File: src/sfpc_pkg.sv
// Shared types and constants for the sensor frame parser and converter.
// No dependencies; every other file in src refers to this package by scoped names.
package sfpc_pkg;

	// Default number of captured frames held between the parser and the converter.
	localparam int QUEUE_DEPTH = 2;

	// Raw words of one complete frame, as captured by the parser.
	typedef struct packed {
		logic [15:0] node;
		logic [15:0] battery;
		logic [15:0] temp;
		logic [15:0] humidity;
		logic [15:0] light;
		logic [15:0] infrared;
	} frame_t;

endpackage

File: src/sfpc_front.sv
// Byte-level frame parser: hunts for the start flag and type byte, then captures raw words.
// Depends on sfpc_pkg for the frame record pushed into the queue.
module sfpc_front (
	input  logic            clk,
	input  logic            arst_n,
	input  logic            in_valid,
	output logic            in_stall,
	input  logic [7:0]      byte_in,
	input  logic            q_full,
	output logic            push,
	output sfpc_pkg::frame_t push_data
);

	typedef enum logic [1:0] {
		PH_HUNT  = 2'd0,
		PH_FLAG  = 2'd1,
		PH_FRAME = 2'd2
	} phase_t;

	localparam logic [7:0] FLAG_BYTE = 8'h7E;
	localparam logic [7:0] TYPE_BYTE = 8'h45;

	localparam logic [4:0] OFS_NODE_HI  = 5'd4;
	localparam logic [4:0] OFS_NODE_LO  = 5'd5;
	localparam logic [4:0] OFS_BAT_HI   = 5'd9;
	localparam logic [4:0] OFS_BAT_LO   = 5'd10;
	localparam logic [4:0] OFS_TEMP_HI  = 5'd11;
	localparam logic [4:0] OFS_TEMP_LO  = 5'd12;
	localparam logic [4:0] OFS_HUM_HI   = 5'd13;
	localparam logic [4:0] OFS_HUM_LO   = 5'd14;
	localparam logic [4:0] OFS_LIGHT_HI = 5'd15;
	localparam logic [4:0] OFS_LIGHT_LO = 5'd16;
	localparam logic [4:0] OFS_IR_HI    = 5'd17;
	localparam logic [4:0] OFS_LAST     = 5'd18;

	phase_t      phase_q;
	logic [4:0]  offset_q;
	logic [4:0]  offset_nx;
	logic [7:0]  hold_q;
	logic [15:0] node_q;
	logic [15:0] bat_q;
	logic [15:0] temp_q;
	logic [15:0] hum_q;
	logic [15:0] light_q;
	logic [15:0] word;
	logic        take;

	assign in_stall  = q_full;
	assign take      = in_valid && !in_stall;
	assign offset_nx = offset_q + 5'd1;
	assign word      = {hold_q, byte_in};
	assign push      = take && (phase_q == PH_FRAME) && (offset_nx == OFS_LAST);

	assign push_data.node     = node_q;
	assign push_data.battery  = bat_q;
	assign push_data.temp     = temp_q;
	assign push_data.humidity = hum_q;
	assign push_data.light    = light_q;
	assign push_data.infrared = word;

	always_ff @(posedge clk or negedge arst_n) begin
		if (!arst_n) begin
			phase_q  <= PH_HUNT;
			offset_q <= '0;
		end else if (take) begin
			unique case (phase_q)
				PH_FLAG: begin
					// A repeated flag keeps the match armed.
					if (byte_in == TYPE_BYTE) begin
						phase_q  <= PH_FRAME;
						offset_q <= '0;
					end else if (byte_in != FLAG_BYTE) begin
						phase_q <= PH_HUNT;
					end
				end
				PH_FRAME: begin
					if (offset_nx >= OFS_LAST) begin
						phase_q  <= PH_HUNT;
						offset_q <= '0;
					end else begin
						offset_q <= offset_nx;
					end
				end
				default: begin
					phase_q <= (byte_in == FLAG_BYTE) ? PH_FLAG : PH_HUNT;
				end
			endcase
		end
	end

	always_ff @(posedge clk) begin
		if (take && (phase_q == PH_FRAME)) begin
			unique case (offset_nx)
				OFS_NODE_HI, OFS_BAT_HI, OFS_TEMP_HI, OFS_HUM_HI, OFS_LIGHT_HI,
				OFS_IR_HI: begin
					hold_q <= byte_in;
				end
				OFS_NODE_LO:  node_q  <= word;
				OFS_BAT_LO:   bat_q   <= word;
				OFS_TEMP_LO:  temp_q  <= word;
				OFS_HUM_LO:   hum_q   <= word;
				OFS_LIGHT_LO: light_q <= word;
				default: begin
				end
			endcase
		end
	end

`ifndef SYNTH
	// The frame always ends on its last byte, so the count never runs past it.
	a_offset_bound: assert property (@(posedge clk) disable iff (!arst_n)
		(phase_q == PH_FRAME) |-> (offset_q < OFS_LAST))
		else $error("frame byte count ran past the last byte");
`endif

endmodule

File: config.mk
export PLATFORM = sky130hd
export DESIGN_NAME = sfpc_front
export DESIGN_NICKNAME = d
export VERILOG_FILES = /design/src/sfpc_pkg.sv /design/src/sfpc_front.sv
export SDC_FILE = /design/constraint.sdc
export NUM_CORES = 1
export LEC_CHECK = 0
export ABC_AREA = 1
export BUFFER_PORTS_ARGS = -buffer_cell sky130_fd_sc_hd__buf_2
export CORE_UTILIZATION = 54
export CTS_CLUSTER_SIZE = 28
export DETAILED_ROUTE_END_ITERATION = 12
export PLACE_DENSITY = 0.84
export SYNTH_ARGS = -nofsm -noshare
export SYNTH_HDL_FRONTEND = slang
export SYNTH_SLANG_ARGS = --single-unit
File: constraint.sdc
create_clock -name clk -period 8.2 [get_ports clk]
set_input_delay 0.82 -clock clk [delete_from_list [all_inputs] [get_ports clk]]
set_output_delay 0.82 -clock clk [all_outputs]
set_load 0.1 [all_outputs]
# == Word level (Yosys, flattened, before mapping) ==
# Cells that the tools add are included.
# totals
ff_bits,95
output_inout_bits,98
word_cells,52
# classes
n_addsub,1
magnitude_cmp,1
n_eq_ne,20
mux,8
reduce_logical,14
# ops
cell,count
5-bit by 4-bit == test with 1-bit output (second input constant),7
8-bit by 7-bit == test with 1-bit output (second input constant),2
5-bit == test (second input constant),3
2-bit AND reduction,6
5-bit by 3-bit == test with 1-bit output (second input constant),2
5-bit 2-to-1 mux,2
5-bit one-hot mux with 2 select lines,1
8-bit by 7-bit != test with 1-bit output (second input constant),1
2-bit 2-to-1 mux,3
3-bit AND reduction,2
6-bit OR reduction,1
5-bit by 1-bit adder with 5-bit output (second input constant),1
5-bit >= comparator (second input constant),1
2-bit != test (second input constant),2
2-bit one-hot mux with 2 select lines,1
1-bit logical AND,3
3-bit != test (second input constant),1
2-bit by 1-bit == test with 1-bit output (second input constant),1
2-bit == test (second input constant),1
2-bit nonzero test,1
1-bit zero test,1
1-bit 2-to-1 mux,1

# == Depth between registers and ports, before layout ==
# Gate-level depths: netlist of the first run.
# logic_depth
word_depth,4
depth_mapped,10

# == Least setup slack after synthesis of the first run ==
# No wires, ideal clock.
# synth_timing
path_kind,input -> register
startpoint,input in_valid
endpoint,register temp_q[0] (enable)
setup_ns,0.430
t_arrival_ns,2.728
t_required_ns,7.770
path_slack_ns,5.042
cell_stages,4
n_path_buf,0
path_cell_list,inv_1 nor2_1 nand2_1 nor4_1
# synth_via
elab_chain_len,3
# synth_lines
item,line_no,text
"start, declared",sfpc_front.sv:6,"input logic in_valid,"
1-bit logical AND,sfpc_front.sv:49,assign take = in_valid && !in_stall;
1-bit logical AND,sfpc_front.sv:92,if (take && (phase_q == PH_FRAME)) begin
2-bit AND reduction (no source line),n/a,
"end signal, assigned",sfpc_front.sv:100,OFS_TEMP_LO: temp_q <= word;
"end, declared",sfpc_front.sv:42,logic [15:0] temp_q;
# No other way between the ends.
# A chain may end at the register's enable or synchronous reset.

# == Worst setup path after layout of the first run ==
# layout_timing
startpoint,register offset_q[1]
endpoint,output push
# layout_via
elab_chain_len,3
# layout_lines
item,line_no,text
"start, declared",sfpc_front.sv:37,logic [4:0] offset_q;
"start signal, assigned",sfpc_front.sv:81,offset_q <= offset_nx;
5-bit by 1-bit adder with 5-bit output,sfpc_front.sv:50,assign offset_nx = offset_q + 5'd1;
5-bit == test,sfpc_front.sv:52,assign push = take && (phase_q == PH_FRAME) && (offset_nx == OFS_LAST);
1-bit logical AND,sfpc_front.sv:52,
"end, declared",sfpc_front.sv:10,"output logic push,"
# No other way between the ends.

==> results.ini, run 1 <==
[drt]
drt-total-wl_mm=6.72
num_vias=2071
viasPerCell=5.19
drtIter0Drc=156
antenna_left=0
drc=0
dr.pass1.iters=5
wl_per_cell_um=16.8

[critical_path]
cp-start-kind=flip-flop
cpPeakStageDelay_ps=470
cp.arrival_ps=2100
r2r_cells=6
cp_cell_sequence=ha_1, inv_1, nand2_1, nand2_2, nor2_4, nand2_2, nor2_1, buf_2
crit_type=reg2out
critPathSlowestCell=dfrtp_1
worstSetupEndpointType=output pin
timing.reg2reg.setup_slack_ps=5720
cp_max_fo=7
worst_r2r_endpoint=node_q[5]
crit_family=simple AND/OR/NAND/NOR gates
timing.rr.start=offset_q[0]
cp.buffers_inverters=2
crit_required_ps=7380
cp_common_cell=nand2_2

[global_routing]
grt.total_usage_pct=21.6
grt_max_degree=17
grt_first_pass_wirelength_mm=10.0
antenna_found_initial=0
grt_pass1_vias=1870
grt_overflow=0

[logic_synthesis]
yosysWarnings=0
ys_top_cells_by_area=edfxtp_1, dfrtp_1, nand2_1
seq_area_frac_synth_pct=81.9
synthesis.nets=223
synth_most_common_cell=edfxtp_1
synth_edf_count=88
avgSynthCellArea_um2=16.9
synthFlopType=edfxtp_1
synth_top_area_cell=edfxtp_1
synthArstFlopShare_pct=7.37
ys_top_cells_by_count=edfxtp_1, nand2_1, inv_1
synth_cell_types=24
yosys.area.top_type_share_pct=76.8
syn_area_um2=3440
synth_cells=204
synth_seq_cells=95

[worst_hold_path]
hold_class=in2async

[clocking]
cts_resized=0
numCtsBuffers=9
cts-root-buf=clkbuf_8
cts_htree_levels=3
path_clk_slew_ps=90
insertion_delay_ps=350
tritoncts=built
cts_hold_buf=0
clock_sinks=95
cts.path.max_buffers=2
postCtsSetupRepairBufs=0

[floorplan]
fp.dieW_um=81.8
io_pins=110
start_util_pct=57.1
core_um2=6030
num_rows=28
die_h_um=81.8
die-area_um2=6690

[sta]
tightest_slew_ps=1180
finalSetupViolCount=0
period_share_pct=35.6
finalClockSkew_ps=8.83
relSlewSlack_pct=20.8
rsz0062_at_grt=false
timing.fmax_mhz=343
final_max_slew_viol_count=0
final_hold_viol_count=0
setup_tns_ps=0
period_needed_ps=2920

[cells_and_area]
fillers=392
syn_to_final_growth_pct=24.3
final_util_pct=71.0
drive_gt1_share_pct=44.4
n_antenna_cell=0
nNetsFinal=338

[power_and_ir_drop]
p_leak_nw=1.68
ir_drop_mv=0.117
powerDensity_nw_per_um2=206

[placed_design]
place_congestion=0.832
io_buffers=109
dp_hpwl_mm=4.72

[status]
status=complete, no violations

[job]
cap_violations=0

-- kinds of logic (layout without fill, tap and decap cells) --
group / Yosys count / in the layout / share of synthesized area [%]
AOI/OAI and AO/OA: 10 / 10 / 2.00
and+or+nand+nor: 63 / 63 / 9.39
adders and majority gates: 7 / 7 / 2.55
DFF: 95 / 95 / 81.9
buffers and inverters: 29 / 149 / 4.15
-- placed cells by master, fill, tap and decap left out, types with 2 or more instances in the layout --
cell       synthesis  final
nand4_1            4      4
clkinv_2           0      2
nand3_1            9      9
buf_4              9      4
ha_1               7      7
dfrtp_1            7      7
bufinv_16          0      2
nor2_1            10     10
o21ai_1            5      5
nand2_1           24     24
buf_2              0    109
inv_1             19     19
nand2_2            5      5
edfxtp_1          88     88
o21ai_0            2      2
nor3b_1            2      2
clkbuf_8           0      9
nor3_2             0      2
-- worst register-to-register path: stages (launching register included) --
cell     delay [ps]
dfrtp_1         460
ha_1            270
inv_1            60
nand2_1          80
nand2_2         150
inv_1           110
nor3_2          960
-- flip-flops by register name, indices dropped and copies added (netlist names) --
signal and flops:
offset_q 5, phase_q 2, temp_q 16, hum_q 16, bat_q 16, light_q 16, node_q 16, hold_q 8
-- how the worst max path moves through the flow --
stage | endpoint | start | cells past startpoint | slack, ps
floorplan | temp_q[0] | in_valid | 4 | 5040
global placement | node_q[12] | q_full | 6 | 5460
detailed placement | node_q[13] | q_full | 6 | 5390
CTS | push | offset_q[1] | 8 | 5260
global route | push | offset_q[1] | 8 | 5110
finish | push | offset_q[1] | 8 | 5280
-- metal layers --
layer  wire length, um  part of all wire [%]  GRT usage [%]  vias up
met5                 0                     0              0        -
met4               123                   1.8           8.60        0
li1                  -                     -              -      955
met3               536                   8.0           6.22       15
met2              3230                    48           34.0      109
met1              2830                    42           28.5      992
-- per-stage QoR --
| stage | instances | cell area, um2 | worst slack (ps) | hold WS [ps] | power [mW] |
|---|---|---|---|---|---|
| after CTS | 399 | 4280 | 5260 | 276 | 0.887 |
| final | 399 | 4280 | 5280 | 286 | 0.882 |
| after global routing | 399 | 4280 | 5110 | 271 | 0.908 |
| after global placement | 383 | 4060 | 5460 | 488 | 0.565 |
| after detailed placement | 383 | 4060 | 5390 | 502 | 0.566 |
| after floorplan | 204 | 3440 | 5040 | 466 | 0.559 |
-- cell type report --
type / instances / area [um2] / area share, %
clock inverter: 7 / 93.8 / 2.19
timing repair buffer: 113 / 576 / 13.5
sequential: 95 / 2820 / 65.9
tap: 75 / 93.8 / 2.19
multi-input combinational: 80 / 495 / 11.6
inverter: 20 / 75.1 / 1.76
clock buffer: 9 / 124 / 2.90
-- power breakdown --
group	internal [mW]	switching, mW	total (mW)
Clock	0.173	0.155	0.328
Combinational	0.00430	0.0252	0.0295
Sequential	0.525	0.0000182	0.525
No activity file was read; power rests on OpenSTA's default activity.
==> run 2: changes to the inputs <==
--- a/config.mk
+++ b/config.mk
@@ -7,10 +7,10 @@
 export LEC_CHECK = 0
 export ABC_AREA = 1
 export BUFFER_PORTS_ARGS = -buffer_cell sky130_fd_sc_hd__buf_2
-export CORE_UTILIZATION = 54
+export CORE_UTILIZATION = 45
 export CTS_CLUSTER_SIZE = 28
 export DETAILED_ROUTE_END_ITERATION = 12
-export PLACE_DENSITY = 0.84
+export PLACE_DENSITY = 0.75
 export SYNTH_ARGS = -nofsm -noshare
 export SYNTH_HDL_FRONTEND = slang
 export SYNTH_SLANG_ARGS = --single-unit
==> constraint.sdc (replaced) <==
create_clock -name clk -period 2.48 [get_ports clk]
set_input_delay 0.248 -clock clk [delete_from_list [all_inputs] [get_ports clk]]
set_output_delay 0.248 -clock clk [all_outputs]
set_load 0.1 [all_outputs]
==> results.ini, run 2 (synthesized netlist as in run 1, its figures left out) <==
[status]
status=complete, no violations

[floorplan]
io_pins=110  ; unchanged
start_util_pct=46.9  ; -10 points
die-area_um2=8000  ; +19%
num_rows=31  ; +11%
die_h_um=89.4  ; +9.3%
fp.dieW_um=89.4  ; +9.3%
core_um2=7330  ; +22%

[job]
cap_violations=0  ; unchanged

[power_and_ir_drop]
switchingPower_uw=598  ; +230%
pwr-share-seq_pct=59.5  ; about the same
ir_drop_mv=0.379  ; +220%
p_int_mw=2.32  ; +230%
finalPower_mw=2.92  ; +230%
pwr-share-comb_pct=3.4  ; about the same
p_sw_share_pct=20.5  ; +0.081 points
powerDensity_nw_per_um2=664  ; +220%
clockPowerShare_pct=37.1  ; about the same
p_leak_nw=1.70  ; +1.2%

[critical_path]
crit_required_ps=2230  ; -5150 ps
r2r_cells=8  ; +2
worst_r2r_endpoint=bat_q[8]
cp-start-kind=flip-flop
cpPeakStageDelay_ps=480  ; about the same
cp.arrival_ps=2030  ; -70 ps
critPathSlowestCell=dfrtp_1
timing.reg2reg.setup_slack_ps=390  ; -5330 ps
cp_cell_sequence=ha_1, inv_1, nand2_1, nand2_2, nor2_4, nand2_2, nor2_2, clkbuf_4
cp_common_cell=nand2_2
worstSetupEndpointType=output pin
crit_type=reg2out
timing.rr.start=offset_q[1]
cp_max_fo=7  ; unchanged

[sta]
layout_setup_ws_ps=203  ; -5080 ps
period_share_pct=91.8
period_needed_ps=2280
rsz0062_at_grt=false
finalSetupViolCount=0  ; unchanged
relSlewSlack_pct=66.8  ; +46 points
final_hold_viol_count=0  ; unchanged
final_max_slew_viol_count=0  ; unchanged
tightest_slew_ps=501  ; -681 ps
timing.fmax_mhz=439
setup_tns_ps=0  ; unchanged
finalClockSkew_ps=13.3  ; +4.51 ps

[clocking]
path_clk_slew_ps=100  ; about the same
numCtsBuffers=9  ; unchanged
insertion_delay_ps=350  ; about the same
tritoncts=built
cts-root-buf=clkbuf_8
cts_htree_levels=3  ; unchanged
clock_sinks=95  ; unchanged
cts.path.max_buffers=2  ; unchanged

[drt]
drtIter0Drc=102  ; -35%
antenna_left=0  ; unchanged
wl_per_cell_um=15.6  ; -7.3%
num_vias=2012  ; -2.8%
drc=0  ; unchanged
dr.pass1.iters=4  ; -1
viasPerCell=4.71  ; -9.2%
drt-total-wl_mm=6.67  ; -0.77%

[placed_design]
dpl_worst_slack_ps=386  ; -5010 ps
place_congestion=0.926  ; +11%
io_buffers=109  ; unchanged
dp.cells=411  ; +7.3%
dp_hpwl_mm=4.82  ; +2.3%

[worst_hold_path]
hold_end=bat_q[6]
hold_class=in2reg
holdPathStages=1
hp-start=byte_in[6]

[global_routing]
grt_pass1_vias=1896  ; +1.4%
grt_max_degree=17  ; unchanged
grt.total_usage_pct=17.7  ; -3.9 points
antenna_found_initial=0  ; unchanged
grt_first_pass_wirelength_mm=9.98  ; -0.14%
grt_overflow=0  ; unchanged

[cells_and_area]
fin_cells=427  ; +7.0%
layout_common_cells=buf_2, edfxtp_1, nand2_1, inv_1
nNetsFinal=343  ; +1.5%
fillers=574  ; +46%
final_common_cell=buf_2
n_antenna_cell=0  ; unchanged
syn_to_final_growth_pct=27.8
drive_gt1_share_pct=46.0  ; +1.6 points

## run 2: critical path: cells and delay by family, from the launching register on
| kind | cells | cell delay, ps |
|---|---|---|
| and+or+nand+nor | 5 | 540 |
| buffers and inverters | 2 | 390 |
| adders and majority gates | 1 | 260 |
| DFF | 1 | 480 |
## run 2: layout make-up
class,count,area [um2],share of cell area [%]
multi-input combinational,80,518,11.8
timing repair buffer,118,643,14.6
sequential,95,2820,64.1
clock buffer,9,124,2.82
inverter,20,75.1,1.71
clock inverter,6,92.6,2.11
tap,99,124,2.82
## run 2: how the worst max path moves through the flow
stage,startpoint,endpoint
floorplan,offset_q[0],temp_q[0]
global placement,offset_q[0],node_q[8]
detailed placement,offset_q[1],bat_q[14]
CTS,offset_q[1],push
global route,offset_q[1],push
finish,offset_q[1],push
## run 2: stage by stage
step	hold slack, ps	util [%]	cell area, um2
2_1_floorplan	-47.6	-	3460
3_3_place_gp	87.8	56.8	4170
3_5_place_dp	89.8	56.8	4170
4_1_cts	163	59.9	4390
5_1_grt	183	59.9	4390
6_report	184	59.9	4390
## run 2: power groups by stage
stage          combinational [mW]  sequential (mW)  clock, mW
5_1_grt                     0.107             1.74       1.16
2_1_floorplan              0.0755             1.77          0
3_3_place_gp               0.0987             1.77          0
3_5_place_dp               0.0999             1.77          0
4_1_cts                     0.101             1.74       1.11
6_report                    0.100             1.74       1.08
## run 2: what timing repair did
action                                  in CTS  in global routing
hold endpoints to repair                     7                  0
endpoints found under the setup margin       0                  1
buffers inserted                             0                  0
hold buffers                                 1                  0
resized for setup                            0                  1
## run 2: layer usage
layer | global-route usage [%] | routed length (um) | vias to the layer above
met3 | 5.26 | 473 | 6
li1 | - | - | 961
met1 | 23.1 | 2890 | 950
met2 | 28.0 | 3230 | 95
met5 | 0 | 0 | -
met4 | 7.07 | 71 | 0
