## src/sfpc_pkg.sv

```systemverilog
// Shared types and constants for the sensor frame parser and converter.
// No dependencies; every other file in src refers to this package by scoped names.
package sfpc_pkg;

	// Default number of captured frames held between the parser and the converter.
	localparam int QUEUE_DEPTH = 2;

	// Raw words of one complete frame, as captured by the parser.
	typedef struct packed {
		logic [15:0] node;
		logic [15:0] battery;
		logic [15:0] temp;
		logic [15:0] humidity;
		logic [15:0] light;
		logic [15:0] infrared;
	} frame_t;

endpackage

```

## src/sfpc_queue.sv

```systemverilog
// Small register FIFO that carries captured frames from the parser to the converter.
// Depends on sfpc_pkg for the frame record type.
module sfpc_queue #(
	parameter int DEPTH = sfpc_pkg::QUEUE_DEPTH
) (
	input  logic             clk,
	input  logic             arst_n,
	input  logic             push,
	input  sfpc_pkg::frame_t push_data,
	output logic             full,
	input  logic             pop,
	output sfpc_pkg::frame_t pop_data,
	output logic             empty
);

	localparam int PTR_W = (DEPTH > 1) ? $clog2(DEPTH) : 1;
	localparam int CNT_W = $clog2(DEPTH + 1);

	sfpc_pkg::frame_t entry_q [DEPTH];
	logic [PTR_W-1:0] wr_q;
	logic [PTR_W-1:0] rd_q;
	logic [CNT_W-1:0] count_q;

	assign full     = (count_q == CNT_W'(DEPTH));
	assign empty    = (count_q == '0);
	assign pop_data = entry_q[rd_q];

	always_ff @(posedge clk or negedge arst_n) begin
		if (!arst_n) begin
			wr_q    <= '0;
			rd_q    <= '0;
			count_q <= '0;
		end else begin
			if (push) begin
				wr_q <= (wr_q == PTR_W'(DEPTH - 1)) ? '0 : wr_q + PTR_W'(1);
			end
			if (pop) begin
				rd_q <= (rd_q == PTR_W'(DEPTH - 1)) ? '0 : rd_q + PTR_W'(1);
			end
			if (push && !pop) begin
				count_q <= count_q + CNT_W'(1);
			end else if (pop && !push) begin
				count_q <= count_q - CNT_W'(1);
			end
		end
	end

	always_ff @(posedge clk) begin
		if (push) begin
			entry_q[wr_q] <= push_data;
		end
	end

`ifndef SYNTH
	a_no_overflow: assert property (@(posedge clk) disable iff (!arst_n)
		push |-> !full)
		else $error("frame queue written while full");
	a_no_underflow: assert property (@(posedge clk) disable iff (!arst_n)
		pop |-> !empty)
		else $error("frame queue read while empty");
`endif

endmodule

```

## config.mk

```make
export PLATFORM = sky130hd
export DESIGN_NAME = sfpc_queue
export DESIGN_NICKNAME = d
export VERILOG_FILES = /design/src/sfpc_pkg.sv /design/src/sfpc_queue.sv
export SDC_FILE = /design/constraint.sdc
export NUM_CORES = 1
export LEC_CHECK = 0
export BUFFER_PORTS_ARGS = -buffer_cell sky130_fd_sc_hd__buf_2
export CAP_MARGIN = 20
export CORE_ASPECT_RATIO = 1.25
export CORE_MARGIN = 2
export CORE_UTILIZATION = 40
export DETAILED_ROUTE_END_ITERATION = 12
export MAX_ROUTING_LAYER = met4
export SLEW_MARGIN = 25
export SYNTH_ARGS = -nofsm -noshare
export SYNTH_HDL_FRONTEND = slang
export SYNTH_SLANG_ARGS = --single-unit
```

## constraint.sdc

```tcl
create_clock -name clk -period 9.25 [get_ports clk]
set_input_delay 0 -clock clk [delete_from_list [all_inputs] [get_ports clk]]
set_output_delay 0 -clock clk [all_outputs]
set_load 0.01 [all_outputs]
```

[Word level (Yosys, flattened, before mapping)]
Memory sizes are Yosys's and may differ from the RTL's.
Index checks and enable logic that the tools add are counted.
Operators by class
  add/subtract/negate cells: 4
  equality and inequality tests: 1
  muxes and demuxes: 6
  reduce and logical (&&, ||, !) cells: 6
Operators by type and width (number)
  $mux W1: 4
  $mux W2: 2
  $add A1 B1 Y1 const B: 2
  $add A2 B1 Y2 const B: 1
  $eq A2 B2 Y1 const B: 1
  $logic_and A1 B1 Y1: 2
  $logic_not A1 Y1: 2
  $logic_not A2 Y1: 1
  $reduce_bool A2 Y1: 1
  $sub A2 B1 Y2 const B: 1
Storage, ports and cells
  register bits: 4
  bits in writable memories: 192
  output and inout port bits: 98
  word-level logic and storage cells: 21
  memories kept: 1
Memory list
  entry_q: words 2, width 96, read ports 1, clocked after memory_dff 0, wr ports 1, line sfpc_queue.sv:19  | sfpc_pkg::frame_t entry_q [DEPTH];

[Depth between registers and ports, before layout]
Gate-level depths: netlist of run 1.
  depth in word-level cells: 4
  mapped depth: 5

[Worst setup path after synthesis of run 1]
OpenSTA, ideal clock, no wires.
  kind: flip-flop to flip-flop
  from: reg wr_q
  to: mem entry_q[0][0] in the netlist's numbering (enable)
  setup time: 0.563 ns
  data arrival time: 4.653 ns
  setup slack: 4.034 ns
  stages on the path, launching flop included: 2
  path buffers: 0
  period minus slack after synthesis: 5.216 ns
  path through: dfrtp_1 nor2b_1
RTL lines
  start, declared: line sfpc_queue.sv:20  | logic [PTR_W-1:0] wr_q;
  start signal, assigned: line sfpc_queue.sv:35  | wr_q <= (wr_q == PTR_W'(DEPTH - 1)) ? '0 : wr_q + PTR_W'(1);
  end, declared: line sfpc_queue.sv:19
Straight into the memory's write port.

==> results of run 1 <==
-- power by group --
| part | total (uW) | switching (uW) | internal, uW |
|---|---|---|---|
| logic | 782 | 380 | 402 |
| registers | 1270 | 86.5 | 1180 |
| clock network | 732 | 304 | 428 |
-- layout make-up --
class	count	area share (%)
inverter	1	0.03734
multi-input combinational	107	12.79
sequential	196	58.38
antenna	1	0.02489
tap	228	2.838
clock buffer	21	4.381
clock inverter	11	1.481
timing repair buffer	301	20.06
-- critical path, cell delays in order (launching register included) --
cell	delay, ns
dfrtp_4	0.90
buf_4	0.72
mux2_2	0.42
buf_2	0.14
-- worst min path at each step --
stage	from	end	slack [ns]	cells after the start
6_report	push_data[13]	entry_q[0][13]	0.30	2
5_1_grt	push_data[65]	entry_q[0][65]	0.28	2
4_1_cts	push_data[66]	entry_q[0][66]	0.27	2
3_5_place_dp	arst_n	wr_q	-0.19	1
3_3_place_gp	arst_n	wr_q	-0.19	1
2_1_floorplan	arst_n	count_q[0]	-0.30	0
-- sequential cells by signal (all words and copies together) (netlist names) --
signal,cells
entry_q,192
wr_q,1
rd_q,1
count_q,2
-- logic make-up after synthesis --
family,Yosys count
flip-flops,196
multiplexers,96
buffers and inverters,12
XOR/XNOR,5
AND/OR/NAND/NOR,5
adder cells (fa/ha/maj),1
-- metal layers --
metal / wire length (um) / part of all wire [%]
met5: 0 / 0
met4: 202 / 1.5
met3: 663 / 4.9
met2: 7160 / 53
met1: 5546 / 41
-- cells in the final DEF, fill, tap and decap left out, types with 3 or more instances in the layout --
cell           count
buf_2            197
edfxtp_1         192
dlygate4sd3_1    100
mux2_2            66
mux2_4            30
clkbuf_16         17
xor2_1             4
inv_6              4
clkbuf_1           4
buf_4              4
bufinv_16          3
dfrtp_1            3
-- stage by stage --
stage	instance area, um2	power [uW]	hold WS (ns)	setup slack, ns
4_1_cts	10050	2818	0.2730	6.493
3_3_place_gp	8461	2037	-0.1884	6.973
2_1_floorplan	7232	1791	-0.2956	4.034
5_1_grt	10050	2912	0.2806	6.385
6_report	10050	2781	0.3007	6.545
3_5_place_dp	8461	2050	-0.1891	6.957
==> results.py, run 1 <==
metrics = {
    "cts": {
        "cts_root_buf": "clkbuf_16",
        "cts.sink_count": 196,
        "cts_made_buffers": 17,
        "clk_pin_slew_ns": 0.07,
        "cts_tree": "yes",
        "cts_resized": 0,
        "htree_levels": 4,
        "hold_buffers": 100,
        "clockBufferDepth": 2,
        "clock_latency_ns": 0.42,
        "cts_setup_buffers": 0,
    },
    "route": {
        "dr.pass1.iters": 4,
        "drc": 0,
        "wl_per_cell_um": 15.67,
        "drtIter0Drc": 259,
        "dr_total_vias": 3921,
        "avgViaCountPerCell": 4.528,
        "totalWireLength_mm": 13.57,
        "ant_nets": 0,
    },
    "cells_and_area": {
        "area_growth_pct": 39.01,
        "nNetsFinal": 725,
        "fin_util_pct": 56.19,
        "drive_gt1_share_pct": 51.33,
        "final_cell_count_no_fill": 866,
        "seq_area_mm2": 0.005869,
        "fillCellCount": 1427,
        "multiInputGateArea_mm2": 0.001286,
    },
    "global_route": {
        "use_met1_pct": 15.69,
        "use_met3_pct": 4.082,
        "grtUsageMet2_pct": 25.74,
        "grt_antenna_before_repair": 1,
        "grt_overflow": 0,
        "grt_max_degree": 66,
        "top_usage_layer": "met2",
        "grt_pass1_vias": 4284,
        "grt_pass1_wl_mm": 20.96,
        "grtUsageTotal_pct": 14.57,
    },
    "place": {
        "dp_cells": 733,
        "port_buffers": 197,
        "hpwlAfterDp_mm": 8.225,
        "routabilityCongestion": 0.7217,
    },
    "power_and_ir_drop": {
        "power_density_mw_per_mm2": 276.6,
        "vdd_drop_max_uv": 177.3,
        "p_leak_uw": 0.003899,
    },
    "synth": {
        "yosysUniqueCellTypes": 13,
        "synth_edf_count": 192,
        "synthXorXnorAreaFrac_pct": 0.6055,
        "ys_top_cells_by_area": "edfxtp_1 80%, mux2_2 10%, mux2_4 6.2%",
        "synth_ff_type": "edfxtp_1",
        "synthSimpleGateAreaFrac_pct": 0.3633,
        "synth_top_cell_by_area": "edfxtp_1",
        "avgSynthCellArea_um2": 22.96,
        "synth_top_cells_by_count": "192 x edfxtp_1, 66 x mux2_2, 30 x mux2_4",
        "synth_compound_area_share_pct": 0,
        "synthAdderAreaFrac_pct": 0.1730,
        "yosysMostFrequentCell": "edfxtp_1",
        "syn-cell-area_mm2": 0.007232,
        "async_reset_ff_share_pct": 2.041,
        "synth_nets": 416,
        "synth_top_family_by_area": "multiplexers",
        "netlist_instances": 315,
        "synth_mux_area_share_pct": 16.51,
        "yosysSeqAreaShare_pct": 81.11,
        "yosys_warnings": 0,
        "ys_ff_latch": 196,
        "yosysTopAreaCellShare_pct": 79.72,
    },
    "sta": {
        "fin_tns_setup_ns": 0,
        "fin_worst_skew_ns": 0.006075,
        "worst-slew-pin-transition_ns": 0.8978,
        "max_freq_ghz": 0.3697,
        "period_share_pct": 29.24,
        "hold_violations": 0,
        "setup_viol": 0,
        "period_needed_ns": 2.705,
        "slew_headroom_pct": 40.14,
        "grt_setup_unrepaired": "no",
        "drv_slew": 0,
    },
    "setup_path": {
        "critPathRequiredTime_ns": 9.25,
        "startpoint": "rd_q",
        "worst_r2r_endpoint": "entry_q[0][82]",
        "crit_path_end": "pop_data[22]",
        "critPathKind": "flip-flop to output port",
        "critPathArrivalTime_ns": 2.70,
        "critPathCaptureType": "output port",
        "crit_path_start_kind": "flip-flop",
        "worstReg2RegStart": "wr_q",
        "r2r_cells": 3,
        "path_max_fanout": 54,
        "reg2reg_slack_ns": 7.08,
    },
    "die": {
        "die_y_um": 154.3,
        "die_w_um": 124.3,
        "ios": 198,
        "coreArea_mm2": 0.01789,
        "initial_core_util_pct": 40.42,
        "rows": 55,
        "dieArea_mm2": 0.01918,
    },
    "run": {
        "drv_cap": 0,
    },
    "hold_path": {
        "hold_class": "input port to flip-flop",
    },
    "run_status": {
        "status": "finished, final reports clean",
    },
}
Power figures use the tool's default switching activity.
==> run 2: changes to the inputs <==
PLACE_DENSITY = 0.66   (was unset)
clock period = 2.31 ns   (was 9.25 ns; I/O delays follow)
==> run 2 against run 1 <==
Against the previous run: hold slack got worse by 0.0074 ns; power rose to 4.1 times the previous value; die area unchanged; register-to-register slack got worse by 6.3 ns.
==> results.py, run 2 (synthesis gave the netlist of run 1 again) <==
metrics = {
    "run_status": {
        "status": "finished, final reports clean",
    },
    "cts": {
        "cts.sink_count": 196,
        "clock_latency_ns": 0.42,
        "cts_tree": "yes",
        "clk_pin_slew_ns": 0.07,
        "clockBufferDepth": 2,
        "cts_root_buf": "clkbuf_16",
        "htree_levels": 4,
        "cts_made_buffers": 17,
        "cts_setup_buffers": 0,
    },
    "power_and_ir_drop": {
        "finalPower_uw": 11360,
        "power_density_mw_per_mm2": 1118,
        "p_switching_uw": 3123,
        "internal_power_uw": 8235,
        "vdd_drop_max_uv": 568.4,
        "swShare_pct": 27.50,
        "power_frac_comb_pct": 29.2,
        "p_clk_share_pct": 26.9,
        "seqPwrFrac_pct": 43.9,
        "p_leak_uw": 0.003943,
    },
    "sta": {
        "slew_headroom_pct": 66.43,
        "worst-slew-pin-transition_ns": 0.5035,
        "period_share_pct": 87.29,
        "fin_worst_skew_ns": 0.005318,
        "setup_viol": 0,
        "max_freq_ghz": 0.4959,
        "timing.final.ws_setup_ns": 0.2936,
        "hold_slack_ns": 0.2934,
        "grt_setup_unrepaired": "no",
        "fin_tns_setup_ns": 0,
        "period_needed_ns": 2.016,
        "drv_slew": 0,
        "hold_violations": 0,
    },
    "setup_path": {
        "crit_path_start_kind": "flip-flop",
        "critPathRequiredTime_ns": 2.31,
        "critPathArrivalTime_ns": 2.02,
        "path_max_fanout": 44,
        "reg2reg_slack_ns": 0.83,
        "critPathKind": "flip-flop to output port",
        "critPathCaptureType": "output port",
    },
    "route": {
        "drtIter0Drc": 223,
        "drc": 0,
        "dr_total_vias": 3989,
        "ant_nets": 0,
        "avgViaCountPerCell": 4.590,
        "wl_per_cell_um": 16.17,
        "totalWireLength_mm": 14.05,
        "dr.pass1.iters": 4,
    },
    "global_route": {
        "grt_max_degree": 62,
        "grt_pass1_wl_mm": 21.61,
        "grt_pass1_vias": 4335,
        "grt_antenna_before_repair": 2,
        "grtUsageTotal_pct": 15.02,
        "grt_overflow": 0,
    },
    "die": {
        "initial_core_util_pct": 40.42,
        "coreArea_mm2": 0.01789,
        "die_y_um": 154.3,
        "die_w_um": 124.3,
        "rows": 55,
        "dieArea_mm2": 0.01918,
        "ios": 198,
    },
    "place": {
        "hpwlAfterDp_mm": 8.759,
        "routabilityCongestion": 0.7311,
        "place_ws_ns": 0.7268,
        "port_buffers": 197,
    },
    "cells_and_area": {
        "largest_reg_flops": 192,
        "layout_commonest_cell": "buf_2",
        "fillCellCount": 1413,
        "drive_gt1_share_pct": 51.49,
        "largest_registers": "entry_q: 192 flops, count_q: 2 flops",
        "area_growth_pct": 40.43,
        "mostFrequentLayoutCells": "197 x buf_2, 192 x edfxtp_1, 100 x dlygate4sd3_1",
        "regMostFlops": "entry_q",
        "nNetsFinal": 727,
    },
    "hold_path": {
        "hold_class": "input port to flip-flop",
    },
    "run": {
        "drv_cap": 0,
    },
}
run 2: cell types whose count changed in the layout (fill, tap and decap cells not counted):
cell,delta
clkbuf_1,-1
buf_12,+5
clkinv_4,+1
bufinv_16,+1
clkinvlp_4,-1
buf_4,-3
inv_6,-1
diode_2,+1
clkinv_1,+1
run 2: metal layers:
metal  part of all wire (%)  global-route usage (%)  vias up
li1                       -                       -     1879
met1                     41                   16.99     1938
met2                     51                   25.40      148
met3                    5.0                   3.597       24
met4                    2.3                   6.849        0
met5                      0                       -        -
run 2: layout make-up:
class | count | area [um2] | share of cell area [%]
Clock buffer | 20 | 436.7 | 4.300
Timing Repair Buffer | 303 | 2095 | 20.62
Antenna cell | 2 | 5.005 | 0.04928
Tap cell | 228 | 285.3 | 2.809
Multi-Input combinational cell | 107 | 1286 | 12.66
Clock inverter | 12 | 175.2 | 1.725
Sequential cell | 196 | 5869 | 57.79
Inverter | 1 | 3.754 | 0.03696
run 2: path summary, 6_finish.rpt:
| check | cells after the start | end | startpoint |
|---|---|---|---|
| min in group asynchronous | 3 | count_q[0] | arst_n |
| worst max register to register | 2 | entry_q[1][70] | wr_q |
| worst min-delay path | 2 | entry_q[1][71] | push_data[71] |
| worst max-delay path | 3 | pop_data[12] | rd_q |
| worst min register to register | 1 | count_q[1] | count_q[1] |
| max in group asynchronous | 3 | rd_q | arst_n |
run 2: power by group through the flow:
stage / clock network, uW / registers [uW] / logic [uW]
floorplan: 0 / 4930 / 2180
global placement: 0 / 5040 / 3210
detailed placement: 0 / 5080 / 3240
CTS: 3140 / 5000 / 3380
global route: 3250 / 5060 / 3560
finish: 3050 / 4990 / 3320
run 2: timing repair:
item / CTS / global route
resized for setup: 0 / 0
hold buffers: 100 / 0
hold endpoints to repair: 199 / 0
run 2: critical path, cell delays in order, from the launching register on:
cell and delay [ns]:
dfrtp_4 0.70, buf_12 0.30, mux2_2 0.39, buf_2 0.14
run 2: metrics by stage:
| step | cells | cell area [um2] | util (%) |
|---|---|---|---|
| CTS | 867 | 10150 | 56.73 |
| global placement | 735 | 8538 | 47.72 |
| detailed placement | 735 | 8538 | 47.72 |
| finish | 869 | 10160 | 56.76 |
| global route | 869 | 10160 | 56.76 |
| floorplan | 315 | 7241 | - |
==> run 3: changes to the inputs <==
GPL_ROUTABILITY_DRIVEN = 0   (was unset)
RECOVER_POWER = 100   (was unset)
==> run 3 against run 2 <==
Against the previous run: clock power about the same; first-iteration DRC count grew 3.6%; final cell count stayed put; via count grew 0.53%; clock-buffer cell count is the same; core utilization down 1.7 points; combinational power down 12%; register-to-register slack worse by 0.56 ns; sequential power is essentially flat; cell area is 3.1% lower; hold slack better by 0.0023 ns; critical path type is now flip-flop to flip-flop; critical endpoint is now entry_q[1][69]; largest cell class unchanged.
==> results.py, run 3 (synthesis gave the netlist of run 1 again) <==
metrics = {
    "cells_and_area": {
        "largest_reg_flops": 192,
        "seq_area_mm2": 0.005869,
        "regMostFlops": "entry_q",
        "area_growth_pct": 36.14,
        "final_cell_count_no_fill": 869,
        "nNetsFinal": 727,
        "layout_commonest_cell": "edfxtp_1",
        "fillCellCount": 1510,
        "largest_registers": "entry_q: 192 flops, count_q: 2 flops",
        "mostFrequentLayoutCells": "192 x edfxtp_1, 132 x clkbuf_1, 100 x dlygate4sd3_1",
        "multiInputGateArea_mm2": 0.001185,
        "drive_gt1_share_pct": 26.13,
        "fin_util_pct": 55.03,
    },
    "sta": {
        "fin_tns_setup_ns": 0,
        "grt_setup_unrepaired": "no",
        "drv_slew": 0,
        "period_needed_ns": 2.044,
        "setup_viol": 0,
        "fin_worst_skew_ns": 0.004719,
        "period_share_pct": 88.48,
        "hold_violations": 0,
        "slew_headroom_pct": 34.84,
        "worst-slew-pin-transition_ns": 0.9773,
        "hold_slack_ns": 0.2957,
        "max_freq_ghz": 0.4893,
    },
    "setup_path": {
        "critPathKind": "flip-flop to flip-flop",
        "path_max_fanout": 38,
        "reg2reg_slack_ns": 0.27,
        "path_buf_inv": 1,
        "critPathRequiredTime_ns": 2.35,
        "critPathCaptureType": "flip-flop",
        "cp_cell_sequence": "and2_4 -> buf_2",
        "critPathArrivalTime_ns": 2.09,
        "cp.depth": 2,
        "worst_r2r_endpoint": "entry_q[1][69]",
        "r2r_cells": 2,
        "worst_path_largest_cell_delay_ns": 0.82,
        "worstReg2RegStart": "wr_q",
        "crit_path_start_kind": "flip-flop",
        "cpLargestDelayFamily": "buffers and inverters",
        "worst_path_max_delay_cell": "buf_2",
    },
    "cts": {
        "cts_setup_buffers": 0,
        "cts_resized": 0,
        "clockBufferDepth": 2,
        "cts.sink_count": 196,
        "clock_latency_ns": 0.42,
        "cts_made_buffers": 17,
        "cts_tree": "yes",
        "cts_root_buf": "clkbuf_16",
        "htree_levels": 4,
        "clk_pin_slew_ns": 0.07,
        "hold_buffers": 100,
    },
    "die": {
        "ios": 198,
        "die_w_um": 124.3,
        "coreArea_mm2": 0.01789,
        "die_y_um": 154.3,
        "dieArea_mm2": 0.01918,
        "initial_core_util_pct": 40.42,
        "rows": 55,
    },
    "run": {
        "drv_cap": 0,
    },
    "power_and_ir_drop": {
        "power_density_mw_per_mm2": 1114,
        "finalPower_uw": 10970,
        "p_leak_uw": 0.003456,
        "vdd_drop_max_uv": 565.0,
    },
    "place": {
        "port_buffers": 197,
        "dp_cells": 735,
        "hpwlAfterDp_mm": 8.759,
    },
    "route": {
        "dr.pass1.iters": 4,
        "drtIter0Drc": 231,
        "drc": 0,
        "wl_per_cell_um": 16.25,
        "dr_total_vias": 4010,
        "totalWireLength_mm": 14.12,
        "avgViaCountPerCell": 4.614,
        "ant_nets": 0,
    },
    "global_route": {
        "grt_pass1_wl_mm": 21.61,
        "grt_pass1_vias": 4335,
        "grt_overflow": 0,
        "grt_antenna_before_repair": 2,
        "grt_max_degree": 62,
        "grtUsageTotal_pct": 15.02,
    },
    "run_status": {
        "status": "finished, final reports clean",
    },
    "hold_path": {
        "hold_path_end": "entry_q[1][71]",
        "min_path_cells": 2,
        "hold_start": "push_data[71]",
        "hold_class": "input port to flip-flop",
    },
}
==> run 3: per-layer routing <==
metal	vias up	wire length (um)	track usage, %
li1	1875	-	-
met1	1967	5907	16.99
met2	144	7185	25.40
met3	24	710	3.597
met4	0	319	6.849
met5	-	0	-
==> run 3: area by class of cell <==
| type | instances | area share (%) |
|---|---|---|
| Clock inverter | 12 | 1.779 |
| Timing Repair Buffer | 303 | 19.15 |
| Tap cell | 228 | 2.897 |
| Multi-Input combinational cell | 107 | 12.03 |
| Inverter | 1 | 0.03812 |
| Antenna cell | 2 | 0.05083 |
| Sequential cell | 196 | 59.61 |
| Clock buffer | 20 | 4.435 |
==> run 3: worst max-delay path by stage <==
stage               slack (ns)  from        endpoint
finish                    0.27  wr_q  entry_q[1][69]
global route              0.14  wr_q  entry_q[1][69]
CTS                       0.26  rd_q    pop_data[12]
detailed placement        0.73  rd_q    pop_data[12]
global placement          0.74  rd_q    pop_data[12]
floorplan                 0.04  wr_q   entry_q[0][0]
==> run 3: per-stage QoR <==
stage / setup slack (ns) / area [um2]
final: 0.2662 / 9846
after global routing: 0.1431 / 9846
after CTS: 0.2609 / 10150
after detailed placement: 0.7268 / 8538
after global placement: 0.7441 / 8538
after floorplan: 0.03855 / 7241
==> run 3: where the power goes <==
group	leakage [uW]	switching, uW	internal, uW
clock	0.000294	1240	1820
sequential	0.00185	257	4730
combinational	0.00131	1610	1310
total	0.00346	3100	7860
